<file path="src/rtl/core/ddo_pkg.sv">
// Package for the differential-drive odometry core.
// Types, sequencer states, fixed-point constants and the CORDIC arc table.
// No dependencies.
`default_nettype none

package ddo_pkg;

    localparam int CORDIC_STEPS = 15;
    localparam int STEP_W       = 4;
    localparam int CW           = 18;   // CORDIC x/y datapath width

    localparam logic signed [CW-1:0] CORDIC_GAIN_INV = 18'sd9949;
    localparam logic signed [15:0]   UNIT_Q14        = 16'sd16384;
    localparam logic [29:0]          BAM_PER_RAD     = 30'd683565276;
    localparam logic [15:0]          IWB_RESET       = 16'd512;

    typedef enum logic [1:0] {
        ACT_SET  = 2'd0,
        ACT_TICK = 2'd1,
        ACT_CLR  = 2'd2
    } t_action;

    typedef enum logic [3:0] {
        ST_IDLE,
        ST_CORD,
        ST_MUL_XC,
        ST_MUL_XD,
        ST_RND_X,
        ST_ADD_X,
        ST_MUL_YS,
        ST_MUL_YD,
        ST_RND_Y,
        ST_ADD_Y,
        ST_MUL_HM,
        ST_MUL_HD,
        ST_MUL_HL,
        ST_MUL_HH,
        ST_ADD_H,
        ST_OUT
    } t_state;

    typedef struct packed {
        logic               done;
        logic signed [15:0] cos_v;
        logic signed [15:0] sin_v;
    } t_cordic_res;

    // arc of each CORDIC step in binary-angle units
    function automatic logic [13:0] arc_bam(input logic [STEP_W-1:0] idx);
        logic [13:0] a;
        case (idx)
            4'd0:    a = 14'd8192;
            4'd1:    a = 14'd4836;
            4'd2:    a = 14'd2555;
            4'd3:    a = 14'd1297;
            4'd4:    a = 14'd651;
            4'd5:    a = 14'd326;
            4'd6:    a = 14'd163;
            4'd7:    a = 14'd81;
            4'd8:    a = 14'd41;
            4'd9:    a = 14'd20;
            4'd10:   a = 14'd10;
            4'd11:   a = 14'd5;
            4'd12:   a = 14'd3;
            4'd13:   a = 14'd1;
            4'd14:   a = 14'd1;
            default: a = 14'd0;
        endcase
        return a;
    endfunction

endpackage

`default_nettype wire

</file>
<file path="src/rtl/core/ddo_cordic.sv">
// Iterative CORDIC for cos/sin of a binary angle, one rotation step per cycle.
// Quadrant reduction on load, clamp and quadrant fold on the result.
// Depends on ddo_pkg.
`default_nettype none

module ddo_cordic import ddo_pkg::*; (
    input  wire logic        i_clk,
    input  wire logic        i_rst_n,
    input  wire logic        i_start,
    input  wire logic [15:0] i_angle,
    output t_cordic_res      o_res
);

    localparam logic signed [CW-1:0] UNIT_W = {{(CW-16){1'b0}}, UNIT_Q14};

    logic                    r_busy;
    logic                    r_fin;
    logic [STEP_W-1:0]       r_cnt;
    logic signed [CW-1:0]    r_x;
    logic signed [CW-1:0]    r_y;
    logic signed [15:0]      r_z;
    logic [1:0]              r_quad;

    logic [15:0]             shifted;
    logic signed [CW-1:0]    xs;
    logic signed [CW-1:0]    ys;
    logic signed [15:0]      arc;
    logic signed [CW-1:0]    n_x;
    logic signed [CW-1:0]    n_y;
    logic signed [15:0]      n_z;
    logic signed [15:0]      xc;
    logic signed [15:0]      yc;

    function automatic logic signed [15:0] clamp_unit(input logic signed [CW-1:0] v);
        logic signed [15:0] r;
        if (v > UNIT_W) begin
            r = UNIT_Q14;
        end else if (v < -UNIT_W) begin
            r = -UNIT_Q14;
        end else begin
            r = v[15:0];
        end
        return r;
    endfunction

    always_comb begin
        shifted = i_angle + 16'd8192;
        xs      = r_x >>> r_cnt;
        ys      = r_y >>> r_cnt;
        arc     = {2'b00, arc_bam(r_cnt)};
        if (!r_z[15]) begin
            n_x = r_x - ys;
            n_y = r_y + xs;
            n_z = r_z - arc;
        end else begin
            n_x = r_x + ys;
            n_y = r_y - xs;
            n_z = r_z + arc;
        end
    end

    always_ff @(posedge i_clk) begin
        if (!i_rst_n) begin
            r_busy <= 1'b0;
            r_fin  <= 1'b0;
            r_cnt  <= '0;
        end else begin
            r_fin <= 1'b0;
            if (i_start) begin
                r_busy <= 1'b1;
                r_cnt  <= '0;
            end else if (r_busy) begin
                r_cnt <= r_cnt + 1'b1;
                if (r_cnt == STEP_W'(CORDIC_STEPS - 1)) begin
                    r_busy <= 1'b0;
                    r_fin  <= 1'b1;
                end
            end
        end
    end

    always_ff @(posedge i_clk) begin
        if (i_start) begin
            r_x    <= CORDIC_GAIN_INV;
            r_y    <= '0;
            r_z    <= signed'({2'b00, shifted[13:0]}) - 16'sd8192;
            r_quad <= shifted[15:14];
        end else if (r_busy) begin
            r_x <= n_x;
            r_y <= n_y;
            r_z <= n_z;
        end
    end

    always_comb begin
        xc         = clamp_unit(r_x);
        yc         = clamp_unit(r_y);
        o_res.done = r_fin;
        case (r_quad)
            2'd0: begin
                o_res.cos_v = xc;
                o_res.sin_v = yc;
            end
            2'd1: begin
                o_res.cos_v = -yc;
                o_res.sin_v = xc;
            end
            2'd2: begin
                o_res.cos_v = -xc;
                o_res.sin_v = -yc;
            end
            default: begin
                o_res.cos_v = yc;
                o_res.sin_v = -xc;
            end
        endcase
    end

endmodule

`default_nettype wire

</file>
<file path="src/rtl/core/diff_drive_odometry.sv">
// Differential-drive dead-reckoning odometry: one shared 33x31 multiplier
// under a sequencer, fed by an iterative CORDIC. Depends on ddo_pkg, ddo_cordic.
// Sequence: a tick word runs the 15 CORDIC steps, one hand-off step, the 13
// multiply/round/add steps and the output load, which waits while the last
// result is held; set-speeds and clear apply in the cycle after acceptance.
// Ticks do not overlap, as the CORDIC loop and the multiplier are shared;
// input stays blocked while a tick is in flight.
// Reset (synchronous, active low) clears pose, speeds and handshakes; the
// wheel-base register returns to 512.
`default_nettype none

module diff_drive_odometry import ddo_pkg::*; (
    input  wire logic               i_clk,
    input  wire logic               i_rst_n,
    input  wire logic               i_cfg_we,
    input  wire logic [15:0]        i_cfg_data,
    input  wire logic               i_in_valid,
    output logic                    o_in_ready,
    input  wire logic [1:0]         i_action,
    input  wire logic signed [15:0] i_left_speed_in,
    input  wire logic signed [15:0] i_right_speed_in,
    input  wire logic [15:0]        i_time_step,
    output logic                    o_out_valid,
    input  wire logic               i_out_ready,
    output logic signed [31:0]      o_pos_x,
    output logic signed [31:0]      o_pos_y,
    output logic [15:0]             o_heading,
    output logic signed [15:0]      o_left_speed_out,
    output logic signed [15:0]      o_right_speed_out
);

    t_state              r_state;
    t_state              n_state;

    logic signed [31:0]  r_x;
    logic signed [31:0]  r_y;
    logic [15:0]         r_head;
    logic signed [15:0]  r_left;
    logic signed [15:0]  r_right;
    logic [15:0]         r_iwb;

    logic [15:0]         r_dt;
    logic signed [16:0]  r_sum;
    logic [15:0]         r_mag;
    logic                r_neg;
    logic signed [63:0]  r_p;
    logic signed [26:0]  r_rnd;
    logic [29:0]         r_t;

    logic                r_out_valid;
    logic signed [31:0]  r_ox;
    logic signed [31:0]  r_oy;
    logic [15:0]         r_ohead;
    logic signed [15:0]  r_ol;
    logic signed [15:0]  r_or;

    logic                in_acc;
    logic                out_load;
    logic                cstart;
    t_cordic_res         cres;

    logic signed [32:0]  mul_a;
    logic signed [30:0]  mul_b;
    logic signed [63:0]  mul_p;

    logic signed [16:0]  diff;
    logic signed [49:0]  rnd_in;
    logic signed [31:0]  acc_base;
    logic signed [32:0]  acc;
    logic signed [31:0]  acc_sat;
    logic [39:0]         hsum;
    logic [15:0]         dh;

    assign in_acc   = i_in_valid && o_in_ready;
    assign cstart   = in_acc && (i_action == ACT_TICK);
    assign out_load = (r_state == ST_OUT) && (!r_out_valid || i_out_ready);

    ddo_cordic u_cordic (
        .i_clk   (i_clk),
        .i_rst_n (i_rst_n),
        .i_start (cstart),
        .i_angle (r_head),
        .o_res   (cres)
    );

    // sequencer
    always_ff @(posedge i_clk) begin
        if (!i_rst_n) begin
            r_state <= ST_IDLE;
        end else begin
            r_state <= n_state;
        end
    end

    always_comb begin
        o_in_ready = (r_state == ST_IDLE);
        n_state    = r_state;
        case (r_state)
            ST_IDLE:   if (cstart) n_state = ST_CORD;
            ST_CORD:   if (cres.done) n_state = ST_MUL_XC;
            ST_MUL_XC: n_state = ST_MUL_XD;
            ST_MUL_XD: n_state = ST_RND_X;
            ST_RND_X:  n_state = ST_ADD_X;
            ST_ADD_X:  n_state = ST_MUL_YS;
            ST_MUL_YS: n_state = ST_MUL_YD;
            ST_MUL_YD: n_state = ST_RND_Y;
            ST_RND_Y:  n_state = ST_ADD_Y;
            ST_ADD_Y:  n_state = ST_MUL_HM;
            ST_MUL_HM: n_state = ST_MUL_HD;
            ST_MUL_HD: n_state = ST_MUL_HL;
            ST_MUL_HL: n_state = ST_MUL_HH;
            ST_MUL_HH: n_state = ST_ADD_H;
            ST_ADD_H:  n_state = ST_OUT;
            ST_OUT:    if (out_load) n_state = ST_IDLE;
            default:   n_state = ST_IDLE;
        endcase
    end

    // shared multiplier operand select
    always_comb begin
        case (r_state)
            ST_MUL_XC: begin
                mul_a = {{16{r_sum[16]}}, r_sum};
                mul_b = {{15{cres.cos_v[15]}}, cres.cos_v};
            end
            ST_MUL_YS: begin
                mul_a = {{16{r_sum[16]}}, r_sum};
                mul_b = {{15{cres.sin_v[15]}}, cres.sin_v};
            end
            ST_MUL_XD, ST_MUL_YD: begin
                mul_a = r_p[32:0];
                mul_b = {15'd0, r_dt};
            end
            ST_MUL_HM: begin
                mul_a = {17'd0, r_mag};
                mul_b = {15'd0, r_iwb};
            end
            ST_MUL_HD: begin
                mul_a = {1'b0, r_p[31:0]};
                mul_b = {15'd0, r_dt};
            end
            ST_MUL_HL: begin
                mul_a = {9'd0, r_p[23:0]};
                mul_b = {1'b0, BAM_PER_RAD};
            end
            ST_MUL_HH: begin
                mul_a = {9'd0, r_p[47:24]};
                mul_b = {1'b0, BAM_PER_RAD};
            end
            default: begin
                mul_a = '0;
                mul_b = '0;
            end
        endcase
    end

    assign mul_p = mul_a * mul_b;

    always_comb begin
        diff     = {r_right[15], r_right} - {r_left[15], r_left};
        // half away from zero: bias one less for negative products
        rnd_in   = r_p[49:0] + 50'sd4194304 - {49'd0, r_p[49]};
        acc_base = (r_state == ST_ADD_X) ? r_x : r_y;
        acc      = {acc_base[31], acc_base} + {{6{r_rnd[26]}}, r_rnd};
        if (acc[32] != acc[31]) begin
            acc_sat = acc[32] ? 32'sh8000_0000 : 32'sh7FFF_FFFF;
        end else begin
            acc_sat = acc[31:0];
        end
        hsum = r_p[39:0] + {10'd0, r_t} + 40'h80_0000;
        dh   = r_neg ? (16'd0 - hsum[39:24]) : hsum[39:24];
    end

    // pose and speed state
    always_ff @(posedge i_clk) begin
        if (!i_rst_n) begin
            r_x     <= '0;
            r_y     <= '0;
            r_head  <= '0;
            r_left  <= '0;
            r_right <= '0;
        end else begin
            if (in_acc && (i_action == ACT_SET)) begin
                r_left  <= i_left_speed_in;
                r_right <= i_right_speed_in;
            end
            if (in_acc && (i_action == ACT_CLR)) begin
                r_x     <= '0;
                r_y     <= '0;
                r_head  <= '0;
                r_left  <= '0;
                r_right <= '0;
            end
            if (r_state == ST_ADD_X) r_x <= acc_sat;
            if (r_state == ST_ADD_Y) r_y <= acc_sat;
            if (r_state == ST_ADD_H) r_head <= r_head + dh;
        end
    end

    always_ff @(posedge i_clk) begin
        if (!i_rst_n) begin
            r_iwb <= IWB_RESET;
        end else if (i_cfg_we) begin
            r_iwb <= i_cfg_data;
        end
    end

    // working registers
    always_ff @(posedge i_clk) begin
        if (cstart) begin
            r_dt  <= i_time_step;
            r_sum <= {r_left[15], r_left} + {r_right[15], r_right};
            r_mag <= diff[16] ? 16'(-diff) : diff[15:0];
            r_neg <= diff[16];
        end
        case (r_state)
            ST_MUL_XC, ST_MUL_XD, ST_MUL_YS, ST_MUL_YD,
            ST_MUL_HM, ST_MUL_HD, ST_MUL_HH: r_p <= mul_p;
            ST_MUL_HL: r_t <= mul_p[53:24];
            ST_RND_X, ST_RND_Y: r_rnd <= rnd_in[49:23];
            default: ;
        endcase
    end

    // output word register
    always_ff @(posedge i_clk) begin
        if (!i_rst_n) begin
            r_out_valid <= 1'b0;
        end else if (out_load) begin
            r_out_valid <= 1'b1;
        end else if (i_out_ready) begin
            r_out_valid <= 1'b0;
        end
    end

    always_ff @(posedge i_clk) begin
        if (out_load) begin
            r_ox    <= r_x;
            r_oy    <= r_y;
            r_ohead <= r_head;
            r_ol    <= r_left;
            r_or    <= r_right;
        end
    end

    assign o_out_valid       = r_out_valid;
    assign o_pos_x           = r_ox;
    assign o_pos_y           = r_oy;
    assign o_heading         = r_ohead;
    assign o_left_speed_out  = r_ol;
    assign o_right_speed_out = r_or;

    a_clear_pose: assert property (@(posedge i_clk) disable iff (!i_rst_n)
        in_acc && (i_action == ACT_CLR) |=>
            r_x == 32'sd0 && r_y == 32'sd0 && r_head == 16'd0 &&
            r_left == 16'sd0 && r_right == 16'sd0)
        else $error("clear word left pose or speeds set");

    a_cordic_done: assert property (@(posedge i_clk) disable iff (!i_rst_n)
        cres.done |-> r_state == ST_CORD)
        else $error("CORDIC finished outside its wait state");

    a_out_source: assert property (@(posedge i_clk) disable iff (!i_rst_n)
        $rose(o_out_valid) |-> $past(r_state) == ST_OUT)
        else $error("result word raised outside the output step");

endmodule

`default_nettype wire
</file>
<file path="config.mk">
export PLATFORM = sky130hd
export DESIGN_NAME = diff_drive_odometry
export DESIGN_NICKNAME = d
export VERILOG_FILES = /design/src/rtl/core/ddo_pkg.sv /design/src/rtl/core/ddo_cordic.sv /design/src/rtl/core/diff_drive_odometry.sv
export SDC_FILE = /design/constraint.sdc
export NUM_CORES = 2
export LEC_CHECK = 0
export BUFFER_PORTS_ARGS = -buffer_cell sky130_fd_sc_hd__buf_4
export CAP_MARGIN = 10
export CORE_UTILIZATION = 42
export DETAILED_ROUTE_END_ITERATION = 7
export GPL_TIMING_DRIVEN = 0
export SYNTH_ARGS = -nofsm -noshare
export SYNTH_HDL_FRONTEND = slang
export SYNTH_HIERARCHICAL = 1
export SYNTH_SLANG_ARGS = --single-unit
</file>
<file path="constraint.sdc">
create_clock -name i_clk -period 20.5 [get_ports i_clk]
set_input_delay 1.025 -clock i_clk [delete_from_list [all_inputs] [get_ports i_clk]]
set_output_delay 1.025 -clock i_clk [all_outputs]
set_load 0.05 [all_outputs]
</file>
==> impl_metrics.csv <==
group,metric,value,unit
outcome,status,"finished, final reports clean",
setup_path,startpoint_type,"flip-flop",
synth,seq_area_frac_synth,19.98,%
synth,synth_edf_count,286,
global_route,grt_max_degree,32,
setup_path,worstSetupPathType,"reg2reg",
finish,fillCellCount,14019,
timing,finalMaxSlewViolations,0,
timing,tightest_slew,1.409,ns
global_route,grt_pass1_wl,325.3,mm
cts,cts_resized,0,
detailed_routing,vias_per_cell,5.585,
power_and_ir_drop,cellInternalPower,2.183,mW
cts,cts_sinks,475,
finish,fin_cells,8803,
die,dieArea,149000,sq um
synth,yosysWarnings,6,
synth,synthSimpleGateAreaFrac,12.78,%
setup_path,cpMostUsedCell,"fa_1",
detailed_routing,num_vias,49169,
cts,cts_buffer_depth,3,
timing,tns,0,ns
synth,synthArstFlopShare,0,%
timing,setup_violations,0,
global_route,grt_pass1_vias,49679,
synth,ys.flop_type,"edfxtp_1",
place,place_congestion,1.033,
cts,cts-root-buf,"clkbuf_16",
synth,synth_top_family_by_area,"adder cells",
synth,synth-seq-cells,475,
cts,cts_tree,"done",
synth,synth_mux_area_share,3.630,%
min_path,holdPathEnd,"o_pos_y[0]",
synth,syn-cell-area,61930,sq um
setup_path,r2r_start,"u_cordic/r_x[9]",
synth,synthAdderAreaFrac,39.32,%
setup_path,r2r_end,"r_p[48]",
global_route,grt-ovfl-total,0,
cts,cts_buffers,51,
setup_path,worst-path-max-fanout,10,
detailed_routing,wl_per_cell,25.18,um
synth,synth_area_per_cell,9.423,sq um
setup_path,cp-end-kind,"flip-flop",
cts,clk_pin_slew,0.07,ns
power_and_ir_drop,p_sw,1.390,mW
synth,synth_compound_area_share,11.17,%
job,drv_cap,0,
finish,fin_util,46.52,%
synth,synth_cell_type_count,120,
setup_path,arrival,15.57,ns
die,rows,140,
timing,fin_worst_skew,0.02356,ns
place,io_buffers,183,
finish,final_nets,8295,
die,dieHeight,386.0,um
finish,layout_commonest_cell,"inv_1",
die,start_util,42.45,%
detailed_routing,wirelength,221.7,mm
power_and_ir_drop,sw_frac_of_total,38.91,%
timing,finalCriticalPeriod,15.26,ns
timing,timing.final.hold_violations,0,
setup_path,r2r_slack,5.24,ns
cts,h-tree-depth,2,
cts,cts_setup_buffers,0,
setup_path,crit_slowest_cell,"xnor2_1",
finish,synthToLayoutAreaGrowth,9.602,%
setup_path,slowest_delay,0.75,ns
power_and_ir_drop,leakage,31.27,nW
finish,postLayoutCellArea,67880,sq um
power_and_ir_drop,power.density,52.63,nW/um^2
cts,ctsHoldBuffers,0,
detailed_routing,drt_iter0_drc,4613,
finish,drive_above_1_share,7.276,%
power_and_ir_drop,irDropWorstVdd,0.05211,mV
setup_path,rr_worst_depth,44,
place,hpwl,185.3,mm
min_path,hold_path_depth,0,
place,postPlaceCellArea,66150,sq um
die,die_w,386.0,um
detailed_routing,drc,0,
global_route,antenna_found_initial,5,
power_and_ir_drop,pwr-share-clk,27.0,%
timing,rsz0062_at_grt,"false",
cts,clk_latency,0.64,ns
synth,syn_inst,6573,
timing,fin_crit_sh,74.45,%
die,design.core.area,145900,sq um
global_route,grt_usage,29.83,%
setup_path,required,20.81,ns
finish,diodes,0,
detailed_routing,antenna_left,0,
finish,most-common-layout-cells,"inv_1, fa_1, nand2_1, nor2_1, ha_1",
synth,syn_nets,8024,
synth,synth-xor-area-share,4.014,%
power_and_ir_drop,power_frac_comb,41.3,%
power_and_ir_drop,p_seq_share,31.7,%
timing,fmax,65.52,MHz
place,dpl.cell_count,8706,
die,top_level_ports,185,
timing,slew_headroom,5.710,%
min_path,hold_start,"r_y[0]",
finish,multi_input_area,44010,sq um
finish,regArea,12370,sq um
detailed_routing,dr.pass1.iters,6,
min_path,min_path_type,"reg2reg",
## per-layer routing
layer | up-vias | global-route usage, % | share of wire (%)
li1 | 21896 | - | -
met1 | 24691 | 40.55 | 42
met2 | 2215 | 46.45 | 44
met3 | 367 | 7.386 | 9.9
met4 | 0 | 9.728 | 3.9
met5 | - | 0 | 0
## synth_stat cells (27+ instances only)
cell type     n  share of area (%)
a211oi_1     29               0.35
a21o_1      127                1.5
a21oi_1     299                2.4
a22oi_1      27               0.33
a31oi_1      47               0.47
and2_1       33               0.33
and3_1       51               0.52
clkbuf_1    236                1.4
dfxtp_1     189                6.1
edfxtp_1    286                 14
fa_1        944                 31
ha_1        436                8.8
inv_1      1173                7.1
mux2_2       42               0.76
mux2i_1      57               0.92
mux4_2       50                1.8
nand2_1     759                4.6
nand2b_1     42               0.42
nand3_1      76               0.61
nand4_1      46               0.46
nor2_1      487                3.0
nor2b_1      69               0.70
nor3_1       56               0.45
o21a_1       47               0.57
o21ai_0     206                1.7
o21bai_1     41               0.50
xnor2_1     190                2.7
xor2_1       92                1.3
## power groups by stage
stage	Sequential, mW	Combinational [mW]	Clock, mW
after CTS	1.13	1.44	0.985
final	1.13	1.48	0.965
after floorplan	1.12	1.07	0
after global placement	1.15	1.41	0
after detailed placement	1.15	1.43	0
after global routing	1.14	1.60	1.02
## per-stage QoR
step	hold slack, ns	total power [mW]	setup WS (ns)
final	0.4581	3.573	5.239
after global routing	0.4640	3.753	4.900
after CTS	0.4590	3.552	5.527
after detailed placement	0.4422	2.578	5.554
after global placement	0.4362	2.565	5.087
after floorplan	0.4245	2.187	9.187
## cells by family after synthesis
family,after synthesis
and+or+nand+nor,1752
DFF,475
muxes,153
xor gates and xnor gates,283
AOI/OAI and AO/OA,1063
buffers and inverters,1467
adders and majority gates,1380
## cell type report
cell class                      count  share of cell area (%)
Sequential cell                   475                   18.23
Buffer                            291                   1.801
Inverter                         1176                   6.503
Clock inverter                     31                  0.4553
Timing Repair Buffer              218                   2.573
Tap cell                         1917                   3.533
Multi-Input combinational cell   4631                   64.84
Clock buffer                       64                   2.074
## worst max-delay path: cells and delay by family (launching register included)
family / cells / cell delay (ns)
AOI/OAI and AO/OA: 10 / 3.35
xor gates and xnor gates: 1 / 0.75
adders and majority gates: 10 / 4.67
buffers and inverters: 12 / 2.97
DFF: 1 / 0.41
muxes: 1 / 0.47
and+or+nand+nor: 10 / 2.24
## state kept, by name, summed over array words and instances, names as in the netlist, 18 cells and up
name          count
u_cordic/r_y     18
r_x              32
o_pos_x          32
o_pos_y          32
r_y              32
r_rnd            27
r_p              50
u_cordic/r_x     18
r_t              30
## worst max path at each step
stage               endpoint            start  depth (start not counted)
CTS                  r_p[48]  u_cordic/r_x[9]                         44
floorplan            r_t[26]  u_cordic/r_x[9]                         45
detailed placement   r_p[48]  u_cordic/r_x[9]                         44
global route         r_p[48]  u_cordic/r_x[9]                         44
finish               r_p[48]  u_cordic/r_x[9]                         44
global placement     r_p[48]       r_state[0]                         35
No activity file was read; power rests on OpenSTA's default activity.
